**src/design/rhms_pkg.sv**
```systemverilog
// Types, constants and elaboration-time tables shared by the rolling hash sketch.
package rhms_pkg;

	localparam int HashW = 30;
	localparam int FeatW = 32;
	localparam int NumFeatures = 12;
	localparam logic [HashW-1:0] HashMod = 30'd1000000007;
	localparam logic [5:0] HashBase = 6'd37;

	// Cycles from injecting a hash value into the chain until every maximum has settled.
	localparam int DrainLen = NumFeatures + 2;
	localparam int DrainW = $clog2(DrainLen + 1);

	typedef logic [FeatW-1:0] feat_word_t;
	typedef logic [HashW-1:0] drop_tab_t [256];

	localparam feat_word_t FeatMult [NumFeatures] = '{
		32'd999999761, 32'd999999797, 32'd999999883, 32'd999999893,
		32'd999999929, 32'd999999937, 32'd1000000007, 32'd1000000009,
		32'd1000000021, 32'd1000000033, 32'd1000000087, 32'd1000000093
	};

	localparam feat_word_t FeatAdd [NumFeatures] = '{
		32'd1000099, 32'd1000081, 32'd1000039, 32'd1000037,
		32'd1000033, 32'd1000003, 32'd999983, 32'd999979,
		32'd999961, 32'd999959, 32'd999953, 32'd999931
	};

	// Hash value travelling down the row of feature cells.
	typedef struct packed {
		logic             valid;
		logic [HashW-1:0] fp;
	} rhms_tap_t;

	// Reduces a value below 512p modulo p by restoring subtraction of p<<8 down to p.
	function automatic longint unsigned mod_prime(input longint unsigned x);
		longint unsigned r;
		r = x;
		for (int k = 8; k >= 0; k--) begin
			if (r >= (64'(HashMod) << k)) begin
				r = r - (64'(HashMod) << k);
			end
		end
		return r;
	endfunction

	// Table of b * 37^window mod p for every byte value b, built at elaboration.
	function automatic drop_tab_t make_drop_tab(input int window);
		drop_tab_t    tab;
		longint unsigned pw;
		pw = 64'd1;
		for (int i = 0; i < window; i++) begin
			pw = mod_prime(pw * 64'd37);
		end
		for (int b = 0; b < 256; b++) begin
			tab[b] = HashW'(mod_prime(64'(b) * pw));
		end
		return tab;
	endfunction

endpackage

```
**src/design/rhms_cell.sv**
```systemverilog
// One feature cell: applies its linear transform to the passing hash and keeps the maximum.
module rhms_cell import rhms_pkg::*; (
	input  logic       clk,
	input  logic       arst_n,
	input  logic       clear,
	input  rhms_tap_t  up,
	input  feat_word_t mult,
	input  feat_word_t add,
	output rhms_tap_t  down,
	output feat_word_t max_val
);

	feat_word_t       t_s1;
	logic             tv_s1;
	logic             pass_valid_s1;
	logic [HashW-1:0] pass_fp_s1;
	feat_word_t       max_q;
	feat_word_t       prod;

	// Only the low 32 bits of the transform matter, so the product is taken at 32 bits.
	assign prod = mult * {2'b00, up.fp};

	always_ff @(posedge clk or negedge arst_n) begin
		if (!arst_n) begin
			tv_s1 <= 1'b0;
			pass_valid_s1 <= 1'b0;
			max_q <= '0;
		end else if (clear) begin
			tv_s1 <= 1'b0;
			pass_valid_s1 <= 1'b0;
			max_q <= '0;
		end else begin
			tv_s1 <= up.valid;
			pass_valid_s1 <= up.valid;
			if (tv_s1 && (t_s1 > max_q)) begin
				max_q <= t_s1;
			end
		end
	end

	always_ff @(posedge clk) begin
		if (up.valid) begin
			t_s1 <= prod + add;
			pass_fp_s1 <= up.fp;
		end
	end

	assign down = '{valid: pass_valid_s1, fp: pass_fp_s1};
	assign max_val = max_q;

endmodule

```
**config.mk**
```make
export PLATFORM = sky130hd
export DESIGN_NAME = rhms_cell
export DESIGN_NICKNAME = d
export VERILOG_FILES = /design/src/design/rhms_pkg.sv /design/src/design/rhms_cell.sv
export SDC_FILE = /design/constraint.sdc
export NUM_CORES = 1
export LEC_CHECK = 0
export BUFFER_PORTS_ARGS = -buffer_cell sky130_fd_sc_hd__buf_2
export CORE_MARGIN = 5
export CORE_UTILIZATION = 52
export DETAILED_ROUTE_END_ITERATION = 10
export PLACE_DENSITY = 0.71
export SYNTH_ARGS = -nofsm -noshare
export SYNTH_HDL_FRONTEND = slang
export SYNTH_SLANG_ARGS = --single-unit
```
**constraint.sdc**
```tcl
create_clock -name clk -period 6.6 [get_ports clk]
set_clock_uncertainty 0.2 [all_clocks]
set_input_delay 0.66 -clock clk [delete_from_list [all_inputs] [get_ports clk]]
set_output_delay 0.66 -clock clk [all_outputs]
set_load 0.05 [all_outputs]
```
==> results.py <==
metrics = {
    "run_status": {
        "outcome": "finished, violations left",
        "violations": "negative setup slack",
    },
    "placement": {
        "place_area_um2": 23360,
        "dp.cells": 2872,
        "portBuffers": 160,
        "place_congestion": 0.9102,
        "dp_hpwl_um": 47580,
    },
    "layout": {
        "area_delta_synth_final_pct": 17.97,
        "stdcell_area_um2": 24260,
        "drive_above_1_share_pct": 20.58,
        "fin_cells": 2910,
        "n_fill_cell": 3220,
        "final_util_pct": 62.33,
        "num-nets-final": 3075,
    },
    "clock_tree": {
        "cts.path.max_buffers": 2,
        "htreeDepth": 3,
        "cts_tree": "built",
        "clock_latency_ns": 0.38,
        "cts_sinks": 95,
        "ctsHoldBuffers": 0,
        "cts_made_buffers": 9,
        "clkTransAtPathRegs_ns": 0.09,
        "cts-root-buf": "clkbuf_16",
    },
    "setup_path": {
        "start_kind": "primary input",
        "cp_top_family": "adder cells",
        "crit_type": "primary input to flip-flop",
        "arrival_ns": 6.68,
        "path_buf_inv": 5,
        "crit_top_cell": "fa_1",
        "cp_max_fo": 6,
        "end_kind": "flip-flop",
        "slowest_stage": "fa_1",
        "path_cells": "buf_12 > and2_4 > fa_1 > fa_2 > fa_1 > inv_1 > fa_1 > inv_2 > fa_1 > inv_1 > fa_1 > inv_1 > fa_1 > fa_1 > ha_4 > and3_4 > a221oi_2 > o21bai_1 > a31o_2 > a21oi_4 > o21ai_2 > a31oi_1 > xnor2_1",
        "cp.required_ns": 6.54,
        "critical_path.max_stage_delay_ns": 0.60,
    },
    "floorplan": {
        "num_rows": 72,
        "fp.dieW_um": 208.8,
        "fp.dieH_um": 208.8,
        "io_pins": 161,
        "start_util_pct": 52.83,
        "dieArea_um2": 43620,
        "core_area_um2": 38920,
    },
    "yosys": {
        "synth_cells": 2080,
        "synthFlopType": "edfxtp_1",
        "synth_area_leader_cell": "fa_1",
        "synth_seq_area_share_pct": 13.07,
        "async_flop_share_pct": 34.74,
        "synth_edf_count": 62,
        "avgSynthCellArea_um2": 9.885,
        "yosys-top-cells-area": "fa_1 43%, ha_1 9.3%, edfxtp_1 9.1%",
        "ys_types": 52,
        "ys_ff_latch": 95,
        "synth_warnings": 0,
        "synthesis.area_um2": 20560,
        "yosysTopAreaCellShare_pct": 42.65,
        "synth_nets": 2769,
    },
    "timing": {
        "hold_ws_ns": 0.1428,
        "maxSlewHeadroom_pct": 41.03,
        "setup_viol": 9,
        "hold_violations": 0,
        "rsz0062_at_grt": "true",
        "fin_crit_ns": 6.734,
        "fin_ws_ns": -0.1339,
        "fin_crit_sh_pct": 102.0,
        "final-max-slew-violation-count": 0,
        "fmax_mhz": 148.5,
        "tightestPinTransition_ns": 0.8845,
    },
    "detailed_routing": {
        "wl_um": 55900,
        "dr.first_iter.drc_count": 892,
        "via_count": 15130,
        "antenna_left": 0,
        "wire_per_inst_um": 19.21,
        "via_per_inst": 5.200,
        "drtPass1Iterations": 5,
        "drc_errors": 0,
    },
    "global_routing": {
        "antenna_found_initial": 0,
        "grt_pass1_vias": 16880,
        "grt_max_degree": 66,
        "track_usage_pct": 26.30,
        "grt_first_pass_wirelength_um": 90380,
        "grt_overflow": 0,
    },
    "worst_hold_path": {
        "hp-class": "primary input to async pin",
    },
    "job": {
        "drv_cap": 0,
    },
}
-- per-layer routing --
| metal | global-route usage [%] | vias to the layer above | share of wire, % |
|---|---|---|---|
| met5 | 0 | - | 0 |
| met4 | 10.13 | 0 | 4.3 |
| met3 | 2.609 | 116 | 4.8 |
| met2 | 46.31 | 458 | 52 |
| met1 | 33.73 | 7792 | 39 |
| li1 | - | 6767 | - |
-- flip-flops by register name, indices dropped and copies added, names as in the netlist --
name / count
max_val: 32
t_s1: 32
pass_fp_s1: 30
pass_valid_s1: 1
-- final cells by class --
class	count	area, um^2	area share [%]
clock inverters	7	70.07	0.2889
multi-input cells	1451	16130	66.48
clock buffers	9	225.2	0.9285
repair buffers	390	2849	11.75
flip-flops and latches	95	2688	11.08
diodes	1	2.502	0.01032
inverters	439	1648	6.794
well taps	518	648.1	2.672
-- cell usage after synthesis, types with 2 or more instances --
cell / n
nor2b_1: 4
buf_12: 3
a31oi_1: 3
xnor2_1: 69
o21bai_1: 5
o21a_1: 5
and2_1: 264
edfxtp_1: 62
a21o_1: 26
fa_1: 438
nand2_1: 267
a31o_2: 4
o21ai_0: 12
and3_1: 6
xor2_1: 17
and4_1: 4
o21ai_1: 2
nor2_1: 15
mux2i_1: 32
o41ai_2: 2
nand3_1: 4
a21oi_1: 19
or3_1: 2
clkbuf_1: 89
dfrtp_1: 33
o31ai_1: 2
a211oi_1: 4
nand4_1: 6
nand2b_1: 66
ha_1: 153
nor3_1: 3
inv_1: 439
-- per-stage QoR --
step	setup slack [ns]	TNS [ns]
after detailed placement	-0.7029	-7.966
after floorplan	-0.3551	-3.009
after CTS	-0.1356	-0.5058
after global placement	-0.6216	-6.426
final	-0.1339	-0.7223
after global routing	-0.3152	-2.628
-- layout by cell type, fill, tap and decap left out, types with 19 or more instances in the layout --
cell	count
a21o_1	26
and2_1	254
buf_2	131
buf_4	223
buf_6	19
dfrtp_1	33
edfxtp_1	62
fa_1	415
fa_2	23
ha_1	144
inv_1	432
mux2i_1	32
nand2_1	266
nand2b_1	65
xnor2_1	66
-- kinds of logic (layout without fill, tap and decap cells) --
family	count (synthesis)	in the layout	synth area share [%]
AOI/OAI and AO/OA	97	97	3.457
xor gates and xnor gates	86	86	3.663
adders and majority gates	591	591	51.96
buffers and inverters	534	845	10.04
DFF	95	95	13.07
muxes	32	32	1.558
other	0	1	0
and+or+nand+nor	645	645	16.25
-- worst paths after layout --
kind / slack [ns] / cells after the start / to / start
worst max-delay path: -0.13 / 23 / t_s1[27] / mult[11]
worst max register to register: 3.47 / 10 / max_val[20] / t_s1[29]
worst min register to register: 0.36 / 2 / max_val[11] / max_val[11]
max in group asynchronous: 5.55 / 1 / max_val[3] / arst_n
worst min-delay path: 0.14 / 1 / max_val[22] / arst_n
min in group clk: 0.35 / 1 / pass_fp_s1[29] / up[29]
-- what timing repair did --
action | 4_1_cts | 5_1_grt
setup buffers | 17 | 4
gates resized for setup | 97 | 28
setup endpoints to repair | 11 | 13
pin swaps | 70 | 32
Power is left out: the tool's default activity adds up to more than one toggle a clock period on the data nets, which glitch-free logic cannot reach.
