<file path="config.mk">
export PLATFORM = sky130hd
export DESIGN_NAME = rhms_window_line
export DESIGN_NICKNAME = d
export VERILOG_FILES = /design/src/design/rhms_window_line.sv
export SDC_FILE = /design/constraint.sdc
export NUM_CORES = 1
export LEC_CHECK = 0
export ABC_AREA = 1
export ABC_CLOCK_PERIOD_IN_PS = 800
export BUFFER_PORTS_ARGS = -buffer_cell sky130_fd_sc_hd__buf_2
export CAP_MARGIN = 20
export CORE_AREA = 2 2 128 130
export CTS_CLUSTER_DIAMETER = 120
export DETAILED_ROUTE_END_ITERATION = 10
export DIE_AREA = 0 0 130 132
export PLACE_DENSITY = 0.68
export SYNTH_ARGS = -nofsm -noshare
export SYNTH_HDL_FRONTEND = slang
export SYNTH_SLANG_ARGS = --single-unit
</file>
<file path="constraint.sdc">
create_clock -name clk -period 0.8 [get_ports clk]
set_input_delay 0.04 -clock clk [delete_from_list [all_inputs] [get_ports clk]]
set_output_delay 0.04 -clock clk [all_outputs]
set_load 0.05 [all_outputs]
</file>
<file path="src/design/rhms_window_line.sv">
// Byte shift line holding the hash window; the far end gives the byte leaving it.
module rhms_window_line #(
	parameter int Depth = 32
) (
	input  logic       clk,
	input  logic       shift,
	input  logic [7:0] din,
	output logic [7:0] tail
);

	logic [7:0] line_q [Depth];

	always_ff @(posedge clk) begin
		if (shift) begin
			line_q[0] <= din;
			for (int i = 1; i < Depth; i++) begin
				line_q[i] <= line_q[i-1];
			end
		end
	end

	assign tail = line_q[Depth-1];

endmodule

</file>
==> impl_results.md, run 1 <==
* Number of fill cells in the layout at 1,081
* Number of buffer and inverter instances along the worst setup path at 1
* Count of antenna diodes in the layout at 0
* Delay-heaviest family, CP: flip-flops
* Area of the core at 0.0157 sq mm
* Share of cells above drive strength 1 at 0.192
* Post-CTS Setup Bufs at 0
* Later-pin clock latency in the skew report at 0.50 ns
* Worst Skew at 0.00923 ns
* Worst-path cell with the longest stage delay: sky130_fd_sc_hd__edfxtp_1
* Capturing element type of the critical path: output port
* PD cells at 3000 mW/mm^2
* Weighted congestion reported at the end of routability-driven placement at 0.571
* DRT Pass-1 Iters at 4
* Hold-fix buffers at CTS at 8
* Worst hold margin at -0.104 ns
* Footprint of the multi-input gates at 0 sq um
* Root Buffer: sky130_fd_sc_hd__clkbuf_16
* Fraction of the yosys area taken by sequential cells at 0.992
* Synthesis-to-finish area growth at 17.9%
* Hold Vio Cnt, Final at 9
* Top flop regs: line_q x256
* Commonest non-fill, non-tap cells in the layout: sky130_fd_sc_hd__edfxtp_1, sky130_fd_sc_hd__clkbuf_16, sky130_fd_sc_hd__buf_4
* Average size of a mapped cell at 29.3 sq um
* Cell area after placement at 0.00822 sq mm
* Failing checks: negative hold slack, negative setup slack
* Fin. max-slew vios at 0
* DR WL/cell at 15.3 um
* Register clock-pin slew on the reported worst setup and hold paths at 0.06 ns
* Synthesized netlist cell count at 264
* ANT nets after route at 0
* Routed WL at 8.48 mm
* Result of the run: finished, violations left
* DRC at 0
* Vias at 2,520
* Peak per-stage delay on the critical path at 0.43 ns
* Total global routing overflow at 0
* Initial Utilization at 0.493
* Count of placed standard cells including taps at 503
* Leakage dissipation at 0.00310 uW
* Cell type with the highest aggregate area in the netlist: sky130_fd_sc_hd__edfxtp_1
* Number of nets at the end of the flow at 331
* Number of flip-flops under the largest register name at 256
* CTS H-Tree Depth at 1
* Number of flip-flops and latches in the synthesized netlist at 256
* Register-to-register setup slack at 0.13 ns
* Leading post-synthesis cells by cell area: sky130_fd_sc_hd__edfxtp_1, sky130_fd_sc_hd__buf_4
* Number of global-route vias before repair at 2,582
* Number of buffers added on ports at 17
* Critical path arrival at 1.10 ns
* Maximum net fanout on the critical path at 1
* Design Area, Final at 0.00913 sq mm
* Wire length of the first global-routing pass at 13.9 mm
* HPWL after DPL at 4.00 mm
* Clock period minus final worst setup slack at 1.14 ns
* Area of the die at 0.0172 sq mm
* Area fraction of the dominant cell type after synthesis at 0.992
* Class of the most critical hold timing path: in2reg
* FMAX at 874 MHz
* Peak supply drop at 1.92 mV
* Largest register by flop count: line_q
* Syn_nets at 274
* Nature of the critical path startpoint: register
* Floorplan die height at 132 um
* Buffer depth of the longest clock path at 3
* Layout Cells excl Fill at 554
* Rows at 46
* Count of final setup violators at 8
* Slew of the pin with the lowest slew margin at 0.229 ns
* Worst EP required at 0.76 ns
* First-iteration detailed-routing DRC count at 297
* Number of distinct library cells after synthesis at 2
* Headroom to the max-slew limit at 0.847
* TritonCTS Buffers at 24
* Via-to-Cell Ratio at 4.55
* Commonest non-fill, non-tap cell in the layout: sky130_fd_sc_hd__edfxtp_1
* Final worst path period share at 1.43
* Number of antenna violations at the first check in global routing at 0
* Clock Sinks at 256
* Largest net degree at the start of global routing at 38
* RSZ-0062 raised after global routing: yes
* TritonCTS clock tree: yes
* Netlist area before placement at 0.00775 sq mm
* Critical path cell sequence: buf_6
* I/O pin count at 18
* Worst slack at placement at -0.0720 ns
* Max capacitance violation total at 0
* X dimension of the die at 130 um
* Kind of critical path: reg2out
* GRT Resource Usage Total at 0.104
* #MultiIn Comb at 0
* Total negative setup slack at -2.37 ns
* Yosys warnings at 0
* Least setup slack across all paths after layout at -0.344 ns
==> timing repair <==
item                                    CTS  global route
cloned                                    0             0
endpoints found under the hold margin    17             9
endpoints found under the setup margin    8             8
gates resized for setup                  16             0
==> per-stage QoR <==
step,power [uW],utilization
global route,28400,0.581
floorplan,16100,-
detailed placement,16600,0.523
finish,27400,0.581
CTS,27700,0.581
global placement,16500,0.523
==> synthesized netlist by cell type (all sizes together) <==
library cell	count
buf	8
edfxtp	256
==> worst paths after layout <==
path / start / endpoint / depth (start not counted)
setup / recovery: line_q[1][127] / tail[7] / 1
hold / removal: shift / line_q[0][14] / 1
setup reg to reg: line_q[0][103] / line_q[0][111] / 0
hold reg to reg: line_q[0][56] / line_q[0][64] / 0
==> routing by layer <==
layer | GRT usage | part of all wire | up-vias
met1 | 0.167 | 0.50 | 1252
met4 | 0.0394 | 0.029 | 0
met5 | 0 | 0 | -
met2 | 0.136 | 0.42 | 55
li1 | - | - | 1186
met3 | 0.0308 | 0.051 | 27
==> power breakdown <==
| group | switching (uW) | total [uW] | internal (uW) |
|---|---|---|---|
| Combinational | 337 | 500 | 163 |
| Sequential | 215 | 15800 | 15600 |
| Clock | 4450 | 11100 | 6620 |
==> cell families (layout without fill, tap and decap cells) <==
kind of cell | count (synthesis) | count (layout) | share of synthesized area
buffers and inverters | 8 | 82 | 0.00775
flip-flops | 256 | 256 | 0.992
==> area by class of cell <==
type	instances	area, sq um	area share
clock inverter	16	149	0.0163
sequential	256	7690	0.842
clock buffer	27	633	0.0693
tap	216	270	0.0296
timing repair buffer	39	393	0.0430
(Power assumes the default switching activity.)
==> run 2, diff against run 1 <==
--- a/config.mk
+++ b/config.mk
@@ -14,6 +14,7 @@
 export DETAILED_ROUTE_END_ITERATION = 10
 export DIE_AREA = 0 0 130 132
 export PLACE_DENSITY = 0.68
+export SKIP_LAST_GASP = 1
 export SYNTH_ARGS = -nofsm -noshare
 export SYNTH_HDL_FRONTEND = slang
 export SYNTH_SLANG_ARGS = --single-unit
==> constraint.sdc (replaced) <==
create_clock -name clk -period 0.8 [get_ports clk]
set_input_delay 0.08 -clock clk [delete_from_list [all_inputs] [get_ports clk]]
set_output_delay 0.08 -clock clk [all_outputs]
set_load 0.05 [all_outputs]
==> impl_results.md, run 2 (synthesis results as in run 1) <==
* Result of the run: finished, violations left
* Failing checks: negative hold slack, negative setup slack
* Commonest non-fill, non-tap cell in the layout: sky130_fd_sc_hd__edfxtp_1
* Largest net degree at the start of global routing at 33
* Vias at 2,546
* Peak per-stage delay on the critical path at 0.43 ns
* Commonest non-fill, non-tap cells in the layout: sky130_fd_sc_hd__edfxtp_1, sky130_fd_sc_hd__clkbuf_16, sky130_fd_sc_hd__buf_4
* Clock period minus final worst setup slack at 1.19 ns
* X dimension of the die at 130 um
* Number of cell instances on the worst register-to-register path at 0
* Footprint of the multi-input gates at 0 sq um
* I/O pin count at 18
* Worst-path cell with the longest stage delay: sky130_fd_sc_hd__edfxtp_1
* Hold Vio Cnt, Final at 7
* Capturing element type of the critical path: output port
* Number of buffer and inverter instances along the worst setup path at 1
* Worst slack at placement at -0.0903 ns
* Floorplan die height at 132 um
* Top flop regs: line_q x256
* Clock Sinks at 256
* Worst Skew at 0.00840 ns
* FMAX at 843 MHz
* Largest register by flop count: line_q
* Endpoint, Worst Hold: line_q[0][6]
* DRT Pass-1 Iters at 4
* Routed WL at 8.37 mm
* Hold Path Cell Cnt at 1
* Kind of critical path: reg2out
* Layout Cells excl Fill at 557
* TritonCTS clock tree: yes
* Buffer depth of the longest clock path at 3
* First-iteration detailed-routing DRC count at 257
* Initial Utilization at 0.493
* Area of the die at 0.0172 sq mm
* Slew of the pin with the lowest slew margin at 0.250 ns
* Total power at 27,500 uW
* Count of final setup violators at 8
* Count of placed standard cells including taps at 505
* Synthesis-to-finish area growth at 18.5%
* Least setup slack across all paths after layout at -0.386 ns
* DRC at 0
* Number of flip-flops under the largest register name at 256
* PD cells at 3000 mW/mm^2
* GRT Resource Usage Total at 0.0987
* ANT nets after route at 0
* Number of buffers added on ports at 17
* Design Area, Final at 0.00918 sq mm
* Hold-fix buffers at CTS at 8
* Critical path cell sequence: buf_6
* Number of global-route vias before repair at 2,430
* Headroom to the max-slew limit at 0.833
* DR WL/cell at 15.0 um
* Leakage dissipation at 0.00312 uW
* Register-to-register setup slack at 0.11 ns
* Share of cells above drive strength 1 at 0.194
* Count of antenna diodes in the layout at 0
* HP Start: shift
* RSZ-0062 raised after global routing: yes
* TritonCTS Buffers at 25
* Reg2reg end: line_q[0][71]
* Post-CTS Setup Bufs at 0
* Weighted congestion reported at the end of routability-driven placement at 0.569
* Rows at 46
* Class of the most critical hold timing path: in2reg
* Critical R2R Launch: line_q[0][63]
* Max capacitance violation total at 0
* Number of nets at the end of the flow at 334
* Delay-heaviest family, CP: flip-flops
* Wire length of the first global-routing pass at 13.1 mm
* #MultiIn Comb at 0
* Worst EP required at 0.72 ns
* Area of the core at 0.0157 sq mm
* Root Buffer: sky130_fd_sc_hd__clkbuf_16
* Total global routing overflow at 0
* CTS H-Tree Depth at 1
* Register clock-pin slew on the reported worst setup and hold paths at 0.06 ns
* Nature of the critical path startpoint: register
* Final worst path period share at 1.48
* Cell area after placement at 0.00826 sq mm
* Worst hold margin at -0.0545 ns
* Fin. max-slew vios at 0
* Maximum net fanout on the critical path at 1
* HPWL after DPL at 3.84 mm
* Number of antenna violations at the first check in global routing at 0
* Via-to-Cell Ratio at 4.57
* Worst setup path startpoint: line_q[1][120]
* Peak supply drop at 1.78 mV
* Critical path arrival at 1.11 ns
* Later-pin clock latency in the skew report at 0.50 ns
==> run 2: area by class of cell <==
class                   count  area, sq um
fillers                  1072         6530
repair buffers             41          433
clock buffers              29          641
well taps                 216          270
flip-flops and latches    256         7690
clock inverters            15          148
==> run 2: through the flow <==
| stage | utilization | setup TNS, ns |
|---|---|---|
| after floorplan | - | 0 |
| after global placement | 0.526 | -12.86 |
| after detailed placement | 0.526 | -15.88 |
| after CTS | 0.584 | -2.96 |
| after global routing | 0.584 | -3.02 |
| final | 0.584 | -2.72 |
==> run 2: what timing repair did <==
| item | CTS | global route |
|---|---|---|
| endpoints found under the hold margin | 15 | 7 |
| setup endpoints to repair | 8 | 8 |
| resized for setup | 16 | 0 |
==> run 2: report_power, final <==
| group | leakage (uW) | internal (uW) | switching [uW] | total [uW] |
|---|---|---|---|---|
| Combinational | 0.000230 | 181 | 342 | 524 |
| Sequential | 0.00251 | 15600 | 211 | 15800 |
| Clock | 0.000388 | 6680 | 4480 | 11200 |
| Total | 0.00312 | 22500 | 5040 | 27500 |
==> run 2: layer usage <==
metal / vias to the layer above / wire length [um] / GRT usage
met4: 0 / 263 / 0.0388
met1: 1294 / 4340 / 0.162
met2: 45 / 3430 / 0.124
met5: - / 0 / 0
li1: 1186 / - / -
met3: 21 / 343 / 0.0300
==> run 2: worst max path at each step <==
| stage | endpoint | slack, ns | cells after the start |
|---|---|---|---|
| after floorplan | tail[0] | 0.20 | 1 |
| after global placement | line_q[1][88] | -0.08 | 2 |
| after detailed placement | line_q[1][103] | -0.09 | 2 |
| after CTS | tail[0] | -0.41 | 1 |
| after global routing | tail[0] | -0.42 | 1 |
| final | tail[0] | -0.39 | 1 |
